<file path="src/hw/rtl/affine_rect_bounding_box_macros.svh">
// ----------------------------------------------------------------------------
// affine_rect_bounding_box_macros
// Assertion macros for the affine bounding box block; empty for synthesis.
// ----------------------------------------------------------------------------
`ifndef AFFINE_RECT_BOUNDING_BOX_MACROS_SVH
`define AFFINE_RECT_BOUNDING_BOX_MACROS_SVH

`ifndef SYNTHESIS
`define ARBB_ASSERT_IMP(label, clk, rst_n, ante, cons) \
  label: assert property (@(posedge clk) disable iff (!rst_n) (ante) |-> (cons)) \
    else $error("implication check failed");
`define ARBB_ASSERT_NXT(label, clk, rst_n, ante, cons) \
  label: assert property (@(posedge clk) disable iff (!rst_n) (ante) |=> (cons)) \
    else $error("next-cycle check failed");
`else
`define ARBB_ASSERT_IMP(label, clk, rst_n, ante, cons)
`define ARBB_ASSERT_NXT(label, clk, rst_n, ante, cons)
`endif

`endif

</file>
<file path="src/hw/rtl/arbb_pkg.sv">
// ----------------------------------------------------------------------------
// arbb_pkg
// Shared widths, register indexes and control types of the bounding box block.
// ----------------------------------------------------------------------------
package arbb_pkg;

  localparam int COORD_W    = 31;
  localparam int COEF_W     = 32;
  localparam int OUT_W      = 32;
  localparam int PROD_W     = COEF_W + COORD_W;
  localparam int ACC_W      = 64;
  localparam int IDX_W      = 3;
  localparam int IN_DATA_W  = 128;
  localparam int OUT_DATA_W = 128;
  localparam int NUM_STAGES = 6;

  typedef enum logic [IDX_W-1:0] {
    REG_SCALE_X = 3'd0,
    REG_SCALE_Y = 3'd1,
    REG_SKEW_YX = 3'd2,
    REG_SKEW_XY = 3'd3,
    REG_SHIFT_X = 3'd4,
    REG_SHIFT_Y = 3'd5
  } cfg_idx_t;

  typedef struct packed {
    logic signed [COEF_W-1:0] scale_x;
    logic signed [COEF_W-1:0] scale_y;
    logic signed [COEF_W-1:0] skew_yx;
    logic signed [COEF_W-1:0] skew_xy;
    logic signed [COEF_W-1:0] shift_x;
    logic signed [COEF_W-1:0] shift_y;
  } cfg_t;

  typedef struct packed {
    logic [NUM_STAGES-1:0] load;
    logic [NUM_STAGES-1:0] valid;
  } pipe_ctl_t;

endpackage

</file>
<file path="src/hw/rtl/arbb_cfg.sv">
// ----------------------------------------------------------------------------
// arbb_cfg
// Affine matrix register file written through the configuration channel.
// ----------------------------------------------------------------------------
module arbb_cfg
  import arbb_pkg::*;
#(
  parameter int FRAC_BITS = 16
) (
  input  logic             clk,
  input  logic             rst_n,
  input  logic             cfg_valid,
  output logic             cfg_ready,
  input  logic [IDX_W-1:0] cfg_index,
  input  logic [COEF_W-1:0] cfg_data,
  output cfg_t             cfg
);

  localparam logic signed [COEF_W-1:0] COEF_ONE = COEF_W'(1) << FRAC_BITS;

  cfg_t cfg_r;
  cfg_t cfg_nxt;

  assign cfg_ready = 1'b1;
  assign cfg     = cfg_r;

  always_comb begin
    cfg_nxt = cfg_r;
    if (cfg_valid) begin
      unique case (cfg_idx_t'(cfg_index))
        REG_SCALE_X: cfg_nxt.scale_x = cfg_data;
        REG_SCALE_Y: cfg_nxt.scale_y = cfg_data;
        REG_SKEW_YX: cfg_nxt.skew_yx = cfg_data;
        REG_SKEW_XY: cfg_nxt.skew_xy = cfg_data;
        REG_SHIFT_X: cfg_nxt.shift_x = cfg_data;
        REG_SHIFT_Y: cfg_nxt.shift_y = cfg_data;
        default:     cfg_nxt = cfg_r;
      endcase
    end
  end

  always_ff @(posedge clk) begin
    if (!rst_n) begin
      cfg_r.scale_x <= COEF_ONE;
      cfg_r.scale_y <= COEF_ONE;
      cfg_r.skew_yx <= '0;
      cfg_r.skew_xy <= '0;
      cfg_r.shift_x <= '0;
      cfg_r.shift_y <= '0;
    end else begin
      cfg_r <= cfg_nxt;
    end
  end

endmodule

</file>
<file path="config.mk">
export PLATFORM = sky130hd
export DESIGN_NAME = arbb_cfg
export DESIGN_NICKNAME = d
export VERILOG_FILES = /design/src/hw/rtl/affine_rect_bounding_box_macros.svh /design/src/hw/rtl/arbb_pkg.sv /design/src/hw/rtl/arbb_cfg.sv
export SDC_FILE = /design/constraint.sdc
export NUM_CORES = 1
export LEC_CHECK = 0
export BUFFER_PORTS_ARGS = -buffer_cell sky130_fd_sc_hd__buf_2
export CAP_MARGIN = 0
export CORE_MARGIN = 8
export CORE_UTILIZATION = 50
export DETAILED_ROUTE_END_ITERATION = 6
export PLACE_DENSITY = 0.79
export REMOVE_ABC_BUFFERS = 1
export SETUP_SLACK_MARGIN = 0.05
export SLEW_MARGIN = 20
export SYNTH_ARGS = -nofsm -noshare
export SYNTH_HDL_FRONTEND = slang
export SYNTH_SLANG_ARGS = --single-unit
</file>
<file path="constraint.sdc">
create_clock -name clk -period 1.9 [get_ports clk]
set_clock_uncertainty 0.15 [all_clocks]
set_input_delay 0.38 -clock clk [delete_from_list [all_inputs] [get_ports clk]]
set_output_delay 0.38 -clock clk [all_outputs]
set_load 0.1 [all_outputs]
</file>
### Yosys cells after proc, flatten, opt, wreduce, memory -nomap -nowiden

Cells that the tools add are included.

| storage, ports and cells | value |
|---|---|
| word-level logic and storage cells | 18 |
| output and inout bits | 193 |
| bits of input ports | 38 |
| register bits after elaboration | 192 |

| operators by class | value |
|---|---|
| equal/unequal tests | 5 |
| reduce and logical (&&, ||, !) cells | 7 |

Operators by type and width:

| kind | number |
|---|---|
| 2-bit AND reduction | 6 |
| 3-bit by 2-bit equality test with 1-bit output, second input constant | 2 |
| 3-bit equality test, second input constant | 2 |
| 3-bit by 1-bit equality test with 1-bit output, second input constant | 1 |
| 3-bit zero test | 1 |

### Longest topological paths before layout

| logic depth | value |
|---|---|
| depth after elaboration | 2 |
| mapped depth | 5 |
| mapped depth without buffers | 2 |

### Worst setup path after synthesis

No wires, ideal clock.

| path | value |
|---|---|
| path type | input-to-reg |
| start | in cfg_index[0] |
| end | reg cfg_r, in the netlist cfg[160] |
| required time | 1678 ps |
| stages | 4 |
| setup time | 72 ps |
| data arrival time | 1294 ps |
| path slack | 384 ps |
| cells stage by stage | buf_6 nor4b_4 buf_6 mux2i_1 |

| on the way | value |
|---|---|
| cells in the longest elaborated chain, start to end | 2 |

Ends and longest elaborated chain:

| element | RTL line | source |
|---|---|---|
| start, declared | arbb_cfg.sv:14 | `input logic [IDX_W-1:0] cfg_index,` |
| 3-bit zero test | arbb_cfg.sv:30 | `unique case (cfg_idx_t'(cfg_index))` |
| 2-bit AND reduction (no line) | - |  |
| end signal, assigned | arbb_cfg.sv:51 | `cfg_r <= cfg_nxt;` |
| end, declared | arbb_cfg.sv:21 | `cfg_t cfg_r;` |

No other way between the ends.
A chain may end at the register's enable or synchronous reset.

### Worst setup path after layout

| path | value |
|---|---|
| start | reg cfg_r, in the netlist cfg[50] |
| end | out cfg[50] (netlist name) |

RTL lines:

| element | RTL line | source |
|---|---|---|
| end, declared | arbb_cfg.sv:16 | `output cfg_t cfg` |

No word-level cell between the ends.

==> flow_summary.json <==
{
  "cts_tree": "yes",
  "ys_seq_area_share_pct": 55.0,
  "grtUsageMet2_pct": 33.4,
  "cap_violations": 0,
  "grt_pass1_vias": 5409,
  "fin_crit_sh_pct": 92.7,
  "ctsResizeCount": 0,
  "synth.largest_area_cell": "dfxtp_1",
  "grtUsageMet1_pct": 23.9,
  "dieArea_sq_mm": 0.0180,
  "slowest_delay_ns": 0.44,
  "syn_area_sq_mm": 0.00699,
  "cp_data_required_time_ns": 1.37,
  "synth.distinct_cells": 14,
  "ctsHoldBuffers": 0,
  "crit_family": "buffers and inverters",
  "final_area_sq_mm": 0.00890,
  "io_pins": 231,
  "postPlaceCellArea_sq_mm": 0.00840,
  "die_x_microns": 134,
  "n_antenna_cell": 0,
  "netlist.area_leader.share_pct": 55.0,
  "drc": 0,
  "setup_violations": 0,
  "final_util_pct": 64.6,
  "critPathSlowestCell": "buf_2",
  "gp_congestion": 0.735,
  "postSynthAreaPerCell_sq_um": 10.5,
  "reg2reg_slack_ns": 1.11,
  "critPathArrivalTime_ns": 1.23,
  "cp_num_buf_inv": 1,
  "cts_htree_levels": 4,
  "rows": 43,
  "initial_utilization_pct": 50.8,
  "ant_nets": 0,
  "routedWlPerCell_microns": 17.0,
  "drt-pass1-iter-count": 4,
  "numCtsBuffers": 17,
  "insertion_delay_ns": 0.42,
  "synth-seq-cells": 192,
  "drtIter0Drc": 235,
  "power_mw": 8.46,
  "crit_type": "flop to primary output",
  "cts_setup_buffers": 0,
  "path_max_fanout": 2,
  "syn_inst": 664,
  "die_height_microns": 134,
  "r2r_cells": 2,
  "powerDensity_mw_per_mm2": 950,
  "hp-class": "input port to flop",
  "viasPerCell": 4.97,
  "antenna_found_initial": 0,
  "crit_cells": 1,
  "critPathCaptureType": "primary output",
  "worst_pin_slew_ns": 0.525,
  "grt_usage_pct": 20.0,
  "worstPathCellList": "buf_2",
  "grt_overflow_total": 0,
  "grt_pass1_wl_mm": 29.0,
  "fin_crit_ns": 1.76,
  "clk_pin_slew_worst_paths_ns": 0.07,
  "rsz0062_at_grt": "no",
  "nets": 922,
  "synth_warnings": 0,
  "cts.sinks": 192,
  "fmax_mhz": 568,
  "layout-drive-gt1-share_pct": 31.3,
  "cp-start-kind": "flop",
  "vias": 5345,
  "port_buffers": 229,
  "status": "finished clean",
  "core_sq_mm": 0.0138,
  "syn2layout_area_growth_pct": 27.3,
  "clockRootBuffer": "clkbuf_16",
  "post-dp-hpwl_mm": 12.5,
  "busiest_layer": "met2",
  "peakVddDrop_uv": 565,
  "netlist_top_cells_area": "dfxtp_1 (55%), mux2i_1 (27%), nand2_1 (12%)",
  "hold_viol": 0,
  "drv_slew": 0,
  "grt_util_met3_pct": 5.57,
  "slew_headroom_pct": 65.3,
  "grt_max_degree": 68,
  "routed_wl_mm": 18.3,
  "holdPathStages": 3,
  "largest_register_ffs": 192,
  "power_leakage_nw": 4.76,
  "clockBufferDepth": 2
}
-- layout by cell type (no fill, tap or decap) --
master and instances:
and4bb_2 1, buf_12 11, buf_2 228, buf_4 9
buf_6 1, clkbuf_1 4, clkbuf_16 17, clkinv_2 5
clkinv_4 1, clkinvlp_4 3, conb_1 1, dfxtp_1 192
inv_6 1, mux2i_1 192, nand2_1 222, nand4b_1 2
nand4bb_4 2, nor2b_1 3, nor4b_4 1
-- kinds of logic after synthesis --
family | synth area share, %
and+or+nand+nor | 13.3
other | 0.0536
muxes | 27.5
buffers and inverters | 4.19
DFF | 55.0
-- stage by stage --
step | hold slack (ns) | worst slack [ns] | setup TNS, ns | instances
after floorplan | 0.378 | -0.591 | -91.19 | 616
after global placement | 0.289 | 0.135 | 0 | 1045
after detailed placement | 0.296 | 0.109 | 0 | 1045
after CTS | 0.0924 | 0.112 | 0 | 1076
after global routing | 0.109 | 0.0942 | 0 | 1076
final | 0.102 | 0.139 | 0 | 1076
-- where the power goes --
part	leakage, nW	switching, mW	total, mW	internal, mW
logic	2.96	0.941	1.17	0.226
clock network	0.243	1.47	3.13	1.66
registers	1.55	0.0479	4.16	4.11
-- path summary, 6_finish.rpt --
kind / from / to
worst min register to register: cfg[136] / cfg[136]
worst max-delay path: cfg[50] / cfg[50]
worst max register to register: cfg[40] / cfg[40]
worst min-delay path: cfg_data[16] / cfg[176]
-- cell type report --
class,instances,area (sq um)
multi-input cells,424,2890
repair buffers,249,1440
flip-flops and latches,192,3840
fillers,1106,4870
clock inverters,10,65.1
well taps,180,225
clock buffers,21,440
-- cell usage after synthesis (all sizes together) --
cell type,number
and4bb,1
buf,30
clkbuf,18
conb,1
dfxtp,192
mux2i,192
nand2,222
nand4b,2
nand4bb,2
nor2b,3
nor4b,1
-- metal layers --
| metal | routed length [microns] | vias to the layer above |
|---|---|---|
| met1 | 7790 | 2535 |
| met2 | 9010 | 164 |
| met5 | 0 | - |
| li1 | - | 2620 |
| met3 | 1200 | 26 |
| met4 | 289 | 0 |
Power figures use the tool's default switching activity.
