**config.mk**
```make
export PLATFORM = sky130hd
export DESIGN_NAME = arbb_flow
export DESIGN_NICKNAME = d
export VERILOG_FILES = /design/src/hw/rtl/affine_rect_bounding_box_macros.svh /design/src/hw/rtl/arbb_pkg.sv /design/src/hw/rtl/arbb_flow.sv
export SDC_FILE = /design/constraint.sdc
export NUM_CORES = 1
export LEC_CHECK = 0
export BUFFER_PORTS_ARGS = -buffer_cell sky130_fd_sc_hd__buf_2
export CAP_MARGIN = 10
export CORE_AREA = 3 3 40 42
export DETAILED_ROUTE_END_ITERATION = 7
export DIE_AREA = 0 0 43 45
export GPL_TIMING_DRIVEN = 0
export PLACE_DENSITY = 0.45
export RECOVER_POWER = 25
export SKIP_CTS_REPAIR_TIMING = 1
export SLEW_MARGIN = 25
export SYNTH_ARGS = -nofsm -noshare
export SYNTH_HDL_FRONTEND = slang
export SYNTH_SLANG_ARGS = --single-unit
```
**constraint.sdc**
```tcl
create_clock -name clk -period 1.39 [get_ports clk]
set_clock_uncertainty 0.2 [all_clocks]
set_input_delay 0.139 -clock clk [delete_from_list [all_inputs] [get_ports clk]]
set_output_delay 0.139 -clock clk [all_outputs]
set_load 0.02 [all_outputs]
```
**src/hw/rtl/affine_rect_bounding_box_macros.svh**
```systemverilog
// ----------------------------------------------------------------------------
// affine_rect_bounding_box_macros
// Assertion macros for the affine bounding box block; empty for synthesis.
// ----------------------------------------------------------------------------
`ifndef AFFINE_RECT_BOUNDING_BOX_MACROS_SVH
`define AFFINE_RECT_BOUNDING_BOX_MACROS_SVH

`ifndef SYNTHESIS
`define ARBB_ASSERT_IMP(label, clk, rst_n, ante, cons) \
  label: assert property (@(posedge clk) disable iff (!rst_n) (ante) |-> (cons)) \
    else $error("implication check failed");
`define ARBB_ASSERT_NXT(label, clk, rst_n, ante, cons) \
  label: assert property (@(posedge clk) disable iff (!rst_n) (ante) |=> (cons)) \
    else $error("next-cycle check failed");
`else
`define ARBB_ASSERT_IMP(label, clk, rst_n, ante, cons)
`define ARBB_ASSERT_NXT(label, clk, rst_n, ante, cons)
`endif

`endif

```
**src/hw/rtl/arbb_pkg.sv**
```systemverilog
// ----------------------------------------------------------------------------
// arbb_pkg
// Shared widths, register indexes and control types of the bounding box block.
// ----------------------------------------------------------------------------
package arbb_pkg;

  localparam int COORD_W    = 31;
  localparam int COEF_W     = 32;
  localparam int OUT_W      = 32;
  localparam int PROD_W     = COEF_W + COORD_W;
  localparam int ACC_W      = 64;
  localparam int IDX_W      = 3;
  localparam int IN_DATA_W  = 128;
  localparam int OUT_DATA_W = 128;
  localparam int NUM_STAGES = 6;

  typedef enum logic [IDX_W-1:0] {
    REG_SCALE_X = 3'd0,
    REG_SCALE_Y = 3'd1,
    REG_SKEW_YX = 3'd2,
    REG_SKEW_XY = 3'd3,
    REG_SHIFT_X = 3'd4,
    REG_SHIFT_Y = 3'd5
  } cfg_idx_t;

  typedef struct packed {
    logic signed [COEF_W-1:0] scale_x;
    logic signed [COEF_W-1:0] scale_y;
    logic signed [COEF_W-1:0] skew_yx;
    logic signed [COEF_W-1:0] skew_xy;
    logic signed [COEF_W-1:0] shift_x;
    logic signed [COEF_W-1:0] shift_y;
  } cfg_t;

  typedef struct packed {
    logic [NUM_STAGES-1:0] load;
    logic [NUM_STAGES-1:0] valid;
  } pipe_ctl_t;

endpackage

```
**src/hw/rtl/arbb_flow.sv**
```systemverilog
// ----------------------------------------------------------------------------
// arbb_flow
// Valid bits and per-stage load enables; bubbles collapse under back-pressure.
// ----------------------------------------------------------------------------
module arbb_flow
  import arbb_pkg::*;
(
  input  logic      clk,
  input  logic      rst_n,
  input  logic      in_tvalid,
  output logic      in_tready,
  output logic      out_tvalid,
  input  logic      out_tready,
  output pipe_ctl_t ctl
);

  logic [NUM_STAGES-1:0] valid_r;
  logic [NUM_STAGES-1:0] valid_nxt;
  logic [NUM_STAGES:0]   rdy;

  always_comb begin
    rdy[NUM_STAGES] = out_tready;
    for (int k = NUM_STAGES - 1; k >= 0; k--) begin
      rdy[k] = !valid_r[k] || rdy[k+1];
    end
    valid_nxt[0] = rdy[0] ? in_tvalid : valid_r[0];
    for (int k = 1; k < NUM_STAGES; k++) begin
      valid_nxt[k] = rdy[k] ? valid_r[k-1] : valid_r[k];
    end
  end

  always_ff @(posedge clk) begin
    if (!rst_n) begin
      valid_r <= '0;
    end else begin
      valid_r <= valid_nxt;
    end
  end

  assign in_tready  = rdy[0];
  assign out_tvalid = valid_r[NUM_STAGES-1];
  assign ctl.load   = rdy[NUM_STAGES-1:0];
  assign ctl.valid  = valid_r;

endmodule

```
* Yosys cells after proc, flatten, opt, wreduce, memory -nomap -nowiden
Cells that the tools add are included.
Operators by class: reductions and logical operators 12
Operator list (number):
- 1-bit zero test | 6
- 1-bit logical OR | 6
Storage, ports and cells: bits in registers 6, input bits 4, output and inout bits 14, logic and storage cells 18

* Logic depth before layout (Yosys ltp)
Gate-level depths: netlist of run 1.
depth after elaboration 7, gate-level depth with buffers 5, gate-level depth less buffers 4

* Worst setup path before layout of run 1
No wires, ideal clock.
kind flip-flop to output port, start register valid_r[4], end output port ctl[6] (netlist name), data arrival time 1298 ps, data required time 1051 ps, slack -247 ps, cell stages (with the launch flop) 6, path buffers 1, cell sequence dfxtp_1 > and4b_1 > inv_1 > nor2_1 > inv_1 > buf_4
RTL lines:
- start, declared | RTL line arbb_flow.sv:17 | logic [NUM_STAGES-1:0] valid_r;
- start signal, assigned | RTL line arbb_flow.sv:36 | valid_r <= valid_nxt;
- end, declared | RTL line arbb_flow.sv:14 | output pipe_ctl_t ctl

==> results of run 1 <==
-- metrics by stage --
step	instance area [um^2]	hold WS, ns
2_1_floorplan	267	0.0559
3_3_place_gp	370	0.149
3_5_place_dp	370	0.153
4_1_cts	397	-0.110
5_1_grt	474	0.0656
6_report	474	0.0449
-- synth_stat cells --
cell type / number
nor2_1: 1
a21oi_1: 1
and4b_1: 1
buf_4: 2
o21ai_2: 1
o21a_1: 4
and2_4: 1
nor2b_1: 2
nand3_1: 1
nand2_1: 4
inv_2: 1
inv_1: 3
dfxtp_1: 6
-- path summary, 6_finish.rpt --
| check | endpoint |
|---|---|
| setup / recovery | ctl[6] |
| hold / removal | valid_r[5] |
| setup reg to reg | valid_r[1] |
| hold reg to reg | valid_r[1] |
-- kinds of logic (layout without fill, tap and decap cells) --
group                  Yosys count  after routing  synth area share
flip-flops                       6              6             0.482
AO/OA/AOI/OAI                    6              6             0.176
AND/OR/NAND/NOR                 10             10             0.221
buffers and inverters            6             33             0.121
-- metal layers --
metal,global-route usage,part of all wire
met5,0,0
met4,0.0723,0.0060
met3,0.0398,0.12
met2,0.0868,0.44
met1,0.0847,0.43
-- worst register-to-register path, stage by stage, from the launching register on --
cell     delay [ns]
dfxtp_4        0.35
and4b_2        0.26
and2_4         0.18
inv_4          0.03
buf_4          0.12
o21ai_2        0.11
-- report_power, final --
part / switching, uW / internal [uW] / total (uW)
Clock: 66.3 / 109 / 175
Combinational: 14.7 / 15.2 / 29.9
Sequential: 3.72 / 172 / 176
-- layout make-up --
cell class	instances	area share
buffer	2	0.0396
tap	15	0.0396
clock buffer	4	0.0554
sequential	6	0.277
multi-input combinational	16	0.227
timing repair buffer	23	0.325
inverter	4	0.0369
==> results.md, run 1 <==
* Buf/Inv on CP at 4
* Top reg by flops: valid_r
* Multi-input logic area at 108 um^2
* Avg Cell Area, Syn at 8.89 um^2
* Largest regs: valid_r (6)
* Detailed Place HPWL at 431 um
* Worst EP arrival at 1.29 ns
* Dpl ws at -0.0105 ns
* Post-Syn Instances at 28
* Port Buf Inserts at 17
* NumNets Final at 60
* Number of synthesized register bits at 6
* CP Data Required Time at 1.05 ns
* Most frequent cells in the layout: buf_2 (14), buf_4 (5), nand2_1 (4), o21a_1 (4), buf_6 (4)
* RSZ-0062 raised after global routing: yes
* Synthesis-to-layout area growth at 90.5%
* Register-to-Register Path Depth at 5
* Cell depth of the worst setup path at 6
* VDD IR max at 448 uV
* Final Cycle Share at 1.17
* TritonCTS Sinks at 6
* Worst Hold Class: primary input to register
* Largest register FFs at 6
* Worst Slack Setup Final at -0.237 ns
* H-tree depth at 1
* Worst path slowest cell: dfxtp_4
* Total Die Area at approximately 1900 um^2
* Mapped Nets at 32
* Fin crit period at 1.63 ns
* Register area share after synthesis at 0.482
* Vias in the first global route at 238
* Initial Util at 0.194
* Final setup TNS at -0.845 ns
* Clock insertion delay at the later pin of the skew report at 0.25 ns
* Top Ports at 18
* Layout Cells excl Fill at 70
* Final Total Pwr at around 380 uW
* Origin of the critical flop-to-flop path: valid_r[5]
* ANT cells at 0
* Largest stage delay, worst path at 0.35 ns
* Fillers at 139
* Crit path max fanout at 4
* GRT Residual Overflow at 0
* Netlist cell types at 13
* LEAKAGE at 0.000215 uW
* Post-Syn Area at 249 um^2
* First-pass GRT wire length at 952 um
* Core box area at 1280 um^2
* Post-synth top area share at 0.482
* Clock buffer depth at 2
* CTS tree: yes
* FP Rows at 13
* Largest cells by area after synthesis: dfxtp_1 (48%), o21a_1 (12%), buf_4 (6.0%), nand2_1 (6.0%), nor2b_1 (5.0%)
* 1st-iter DRT viols at 2
* CP Launch Type: register
* Hold Path Depth at 3
* Post-synth top area cell: dfxtp_1
* Critical hold path startpoint: out_tready
* Total GRT Usage at 0.0717
* Final Setup Violations at 7
* Total number of vias at 288
* Initial antenna violation count at 0
* CP Launch Point: valid_r[5]
* Clock transition at the registers of the reported paths at 0.05 ns
* Crit end category: primary output
* Worst Tran Pin Value at 0.271 ns
* Outcome: complete, but fails checks
* Share of cells above drive strength 1 at 0.655
* Pwr dens at between 800 and 900 nW/um^2
* Avg Vias per Cell at 4.11
* First-pass DRT Iterations at 2
* Failing checks: setup timing
* Post-route ant nets at 0
* Reg-to-reg slack, setup at 0.07 ns
* Most common cell after layout, fill and taps aside: buf_2
* Finished Core Util at 0.369
* Root Driver: clkbuf_4
* Max-slew violations at 0
* Area taken by flip-flops and latches at 131 um^2
* Max-slew headroom at 0.819
* Achievable Freq at ~0.61 GHz
* Warnings, synthesis at 0
* Drt wl/cell at 9.60 um
* Final GP Congestion at between 0.6 and 0.7
* WL final at between 600 and 700 um
* Largest net degree at the start of global routing at 8
* Top delay family on crit path: simple AND/OR/NAND/NOR gates
* DRC at 0
* Ordered cell list for the critical path: and4b_2 > inv_2 > nor2_4 > inv_2 > buf_6 > buf_6
* Crit Path Category: register to primary output
* Cells after DPL at 60
* Die X at 43 um
* Die Span Y at 45 um
* Max Cap Viol at 0
* Hold Vio Cnt, Final at 0
* CTS buffer count at 3
Note: power is estimated with default switching activity, not from simulation.
==> inputs of run 2 (changes only) <==
==> constraint.sdc (replaced) <==
create_clock -name clk -period 1.39 [get_ports clk]
set_clock_uncertainty 0.2 [all_clocks]
set_input_delay 0.139 -clock clk [delete_from_list [all_inputs] [get_ports clk]]
set_output_delay 0.139 -clock clk [all_outputs]
set_load 0.005 [all_outputs]
==> run 2 against run 1 <==
Against the previous run:
- the run still ends with setup timing left
- highest routed layer is now met3
- first-iteration DRC count shrank 50%
- wire length fell by 5.1%
- sequential power is 3% higher
- cell area fell by 2.9%
- register-to-register slack about the same
- critical path type unchanged
- sequential cell count unchanged
==> results.md, run 2 (synthesis results as in run 1) <==
* Final Cycle Share at 1.16
* Clock buffer depth at 2
* Total number of vias at 268
* Top reg by flops: valid_r
* CP Launch Type: register
* H-tree depth at 1
* Achievable Freq at 0.621 GHz
* Worst EP arrival at 1.27 ns
* Synthesis-to-layout area growth at 84.9%
* Largest regs: valid_r (6)
* Core box area at about 1300 um^2
* Hold Vio Cnt, Final at 0
* Top Ports at 18
* Share of cells above drive strength 1 at 0.685
* Dpl ws at -0.0944 ns
* Detailed Place HPWL at 441 um
* Worst Slack Setup Final at -0.220 ns
* Origin of the critical flop-to-flop path: valid_r[3]
* Crit path max fanout at 4
* Cell depth of the worst setup path at 5
* Pwr dens at ~800 nW/um^2
* Largest net degree at the start of global routing at 8
* Setup crit end: ctl[7]
* Worst Tran Pin Value at 0.264 ns
* Max-slew violations at 0
* Top delay family on crit path: simple AND/OR/NAND/NOR gates
* LEAKAGE at 0.000210 uW
* Most frequent cells in the layout: buf_2 (15), o21a_1 (4), buf_4 (4), buf_6 (4)
* Initial antenna violation count at 0
* 1st-iter DRT viols at 1
* Final GP Congestion at 0.710
* Largest stage delay, worst path at 0.34 ns
* Buf/Inv on CP at 2
* Final Total Pwr at 362 uW
* Reg2reg end: valid_r[2]
* Clock insertion delay at the later pin of the skew report at 0.24 ns
* Worst path slowest cell: dfxtp_2
* TritonCTS Sinks at 6
* DRC at 0
* CP Data Required Time at 1.05 ns
* WL final at 638 um
* First-pass DRT Iterations at 2
* Vias in the first global route at around 250
* Die Span Y at 45 um
* NumNets Final at 60
* Register-to-Register Path Depth at 4
* Largest register FFs at 6
* Initial Util at 0.194
* Failing checks: setup timing
* ANT cells at 0
* GRT Residual Overflow at 0
* Final Setup Violations at 5
* Clock transition at the registers of the reported paths at around 0.040 ns
* CTS buffer count at 3
* Avg Vias per Cell at around 3.9
* Ordered cell list for the critical path: and4b_2 > buf_6 > and2_4 > nand2_2 > buf_2
* Crit Path Category: register to primary output
* Worst Hold Class: primary input to register
* Die X at ~43 um
* CP Launch Point: valid_r[5]
* FP Rows at 13
* Total Die Area at 1940 um^2
* Post-route ant nets at 0
* First-pass GRT wire length at 986 um
* Most common cell after layout, fill and taps aside: buf_2
* Max Cap Viol at 0
* Port Buf Inserts at 17
* Root Driver: clkbuf_4
* Reg-to-reg slack, setup at 0.06 ns
* Crit end category: primary output
* Fin crit period at 1.61 ns
* Max-slew headroom at 0.824
* Final setup TNS at -0.819 ns
* Total GRT Usage at 0.0717
* VDD IR max at 357 uV
* Outcome: complete, but fails checks
* Drt wl/cell at 9.25 um
* RSZ-0062 raised after global routing: yes
* CTS tree: yes
run 2: power by group:
group	total (uW)	internal (uW)	switching, uW
sequential	182	177	4.21
clock	157	97.4	59.5
combinational	23.3	14.2	9.09
total	362	289	72.8
run 2: cell type report:
class / instances / area [um^2]
Multi-Input combinational cell: 16 / 110
Sequential cell: 6 / 124
Inverter: 4 / 15.0
Tap cell: 15 / 18.8
Clock buffer: 3 / 22.5
Timing Repair Buffer: 23 / 155
Buffer: 2 / 15.0
Fill cell: 135 / 825
run 2: worst min path at each step:
stage                     startpoint         end  slack, ns  cells after the start
after global placement     in_tvalid  valid_r[0]       0.15                      2
after global routing      out_tready  valid_r[5]       0.09                      3
after detailed placement   in_tvalid  valid_r[0]       0.15                      2
after CTS                  in_tvalid  valid_r[0]       -0.1                      2
after floorplan                rst_n  valid_r[1]       0.06                      2
final                     out_tready  valid_r[5]       0.06                      3
run 2: through the flow:
step	area [um^2]	std cells	utilization	hold WS (ns)
2_1_floorplan	249	28	-	0.0561
3_3_place_gp	353	60	0.275	0.153
3_5_place_dp	353	60	0.275	0.153
4_1_cts	375	63	0.292	-0.0997
5_1_grt	460	69	0.358	0.0946
6_report	460	69	0.358	0.0592
run 2: per-layer routing:
metal / share of wire / GRT usage / vias up / wire length (um)
met1: 0.47 / 0.0896 / 112 / 297
met3: 0.16 / 0.0279 / 0 / 103
li1: - / - / 140 / -
met2: 0.37 / 0.0898 / 16 / 238
met5: 0 / 0 / - / 0
met4: 0 / 0.0723 / 0 / 0
run 2: tightest hold or removal path, cell delays in order:
cell,delay (ns)
buf_2,0.09
nor2b_1,0.07
o21a_1,0.16
==> inputs of run 3 (changes only) <==
--- a/config.mk
+++ b/config.mk
@@ -11,8 +11,10 @@
 export DETAILED_ROUTE_END_ITERATION = 7
 export DIE_AREA = 0 0 43 45
 export GPL_TIMING_DRIVEN = 0
+export HOLD_SLACK_MARGIN = 0.15
 export PLACE_DENSITY = 0.45
 export RECOVER_POWER = 25
+export REMOVE_ABC_BUFFERS = 1
 export SKIP_CTS_REPAIR_TIMING = 1
 export SLEW_MARGIN = 25
 export SYNTH_ARGS = -nofsm -noshare
==> run 3 against run 2 <==
Against the previous run:
- the flow still finishes with violations (setup timing)
- non-clock buffer count fell by 2
- global-route usage increased by 0.76 points
- final cell count is 2.9% lower
- sequential power hardly changed
- sequential cell count unchanged
- first-iteration DRC count is 100% higher
- fmax is 5.6% higher
- critical path depth fell by 1
- die area is the same
- combinational power about the same
- power rose by 0.22%
- critical path type unchanged
- critical endpoint unchanged
- highest routed layer unchanged
==> results.md, run 3 (synthesis results as in run 1) <==
* Max-slew violations at 0
* Share of cells above drive strength 1 at 0.673
* CP Data Required Time at 1.05 ns
* Initial antenna violation count at 0
* Top Ports at 18
* TritonCTS Sinks at 6
* Highest metal used: met3
* RSZ-0062 raised after global routing: yes
* Most frequent cells in the layout: buf_2 (14), o21a_1 (4), buf_4 (4)
* Pwr dens at 821 nW/um^2
* GRT Residual Overflow at 0
* Finished Core Util at 0.344
* CTS tree: yes
* Die X at 43 um
* Max Cap Viol at 0
* Crit end category: primary output
* Die Span Y at 45 um
* Final Cycle Share at 1.10
* Vias in the first global route at 227
* Clock insertion delay at the later pin of the skew report at 0.24 ns
* Crit Path Category: register to primary output
* VDD IR max at just over 500 uV
* Worst Tran Pin Value at 0.288 ns
* Worst Hold Class: primary input to register
* Cells after DPL at 58
* WL met1 at about 290 um
* LEAKAGE at 0.000197 uW
* Outcome: complete, but fails checks
* Sequential power share at 0.496
* Pint at 287 uW
* Top reg by flops: valid_r
* Worst Slack Setup Final at -0.135 ns
* FP Rows at 13
* DP Area at 338 um^2
* Final Setup Violations at 4
* ANT cells at 0
* 1st-iter DRT viols at 2
* Total GRT Usage at 0.0793
* Core box area at 1280 um^2
* Avg Vias per Cell at 4.09
* Worst EP arrival at about 1.2 ns
* Hold Vio Cnt, Final at 0
* Port Buf Inserts at 17
* Post-route ant nets at 0
* Crit path max fanout at 5
* Root Driver: clkbuf_4
* Clock network power share at 0.439
* Comb power frac at 0.065
* Max-slew headroom at 0.808
* CTS buffer count at 3
* WL met3 at 100 um
* Achievable Freq at ~0.66 GHz
* CP Launch Type: register
* Total number of vias at roughly 270
* Failing checks: setup timing
* H-tree depth at 1
* Total Die Area at 1940 um^2
* DRC at 0
* First-pass GRT wire length at 1.01 mm
* NumNets Final at 58
* Most common cell after layout, fill and taps aside: buf_2
* Largest regs: valid_r (6)
* WL final at 682 um
* Area taken by flip-flops and latches at 126 um^2
* Largest net degree at the start of global routing at 8
* Fillers at 137
* Clock buffer depth at 2
* Sw Pwr at 75.5 uW
* Clock transition at the registers of the reported paths at around 0.040 ns
* Fin crit period at roughly 1.5 ns
* Routed wl met2 at just under 300 um
* Detailed Place HPWL at 420 um
* Switch share at 0.208
* Design Area, Final at 442 um^2
* Largest register FFs at 6
* Initial Util at 0.194
* Layout Cells excl Fill at 67
* First-pass DRT Iterations at 2
* Multi-input logic area at 113 um^2
* Drt wl/cell at 10.2 um
* Synthesis-to-layout area growth at 77.4%
* Final GP Congestion at roughly 0.65
## run 3: cell count changes in the layout (fill, tap and decap cells not counted)
cell	previous run	this run
clkbuf_1	0	1
buf_6	4	2
dfxtp_2	3	2
nor2b_1	2	1
buf_2	15	14
nor2b_2	0	1
dfxtp_4	0	1
## run 3: critical path, stage by stage, from the launching register on
cell     delay [ns]
dfxtp_4        0.35
and4b_2        0.26
and2_4         0.17
nand2_2        0.04
buf_2          0.12
## run 3: metal layers
metal | GRT usage | vias up
li1 | - | 137
met1 | 0.0850 | 117
met2 | 0.0988 | 20
met3 | 0.0717 | 0
met4 | 0.0542 | 0
met5 | 0 | -
## run 3: stage by stage
step	setup slack, ns	hold WS, ns	TNS [ns]	total power [uW]
floorplan	0.176	0.0561	0	190
global placement	0.0162	0.157	0	203
detailed placement	-0.0200	0.154	-0.0397	202
CTS	-0.288	-0.105	-1.01	365
global route	-0.198	0.0515	-0.779	392
finish	-0.135	0.0423	-0.469	363
## run 3: area by class of cell
type                       count  share of cell area
clock buffer                   3              0.0510
tap                           15              0.0425
inverter                       4              0.0340
multi-input combinational     16               0.255
timing repair buffer          23               0.331
sequential                     6               0.286
## run 3: worst paths after layout
path	cells past startpoint	slack (ns)	end	startpoint
min reg2reg	2	0.29	valid_r[1]	valid_r[0]
max reg2reg	4	0.06	valid_r[2]	valid_r[5]
min	3	0.04	valid_r[5]	out_tready
max	4	-0.13	ctl[7]	valid_r[4]
## run 3: power groups by stage
| stage | clock network, uW | registers (uW) | logic, uW |
|---|---|---|---|
| after global routing | 186 | 181 | 26.0 |
| after global placement | 0 | 185 | 18.0 |
| after detailed placement | 0 | 184 | 17.7 |
| after CTS | 165 | 181 | 18.2 |
| final | 159 | 180 | 23.4 |
| after floorplan | 0 | 184 | 5.57 |
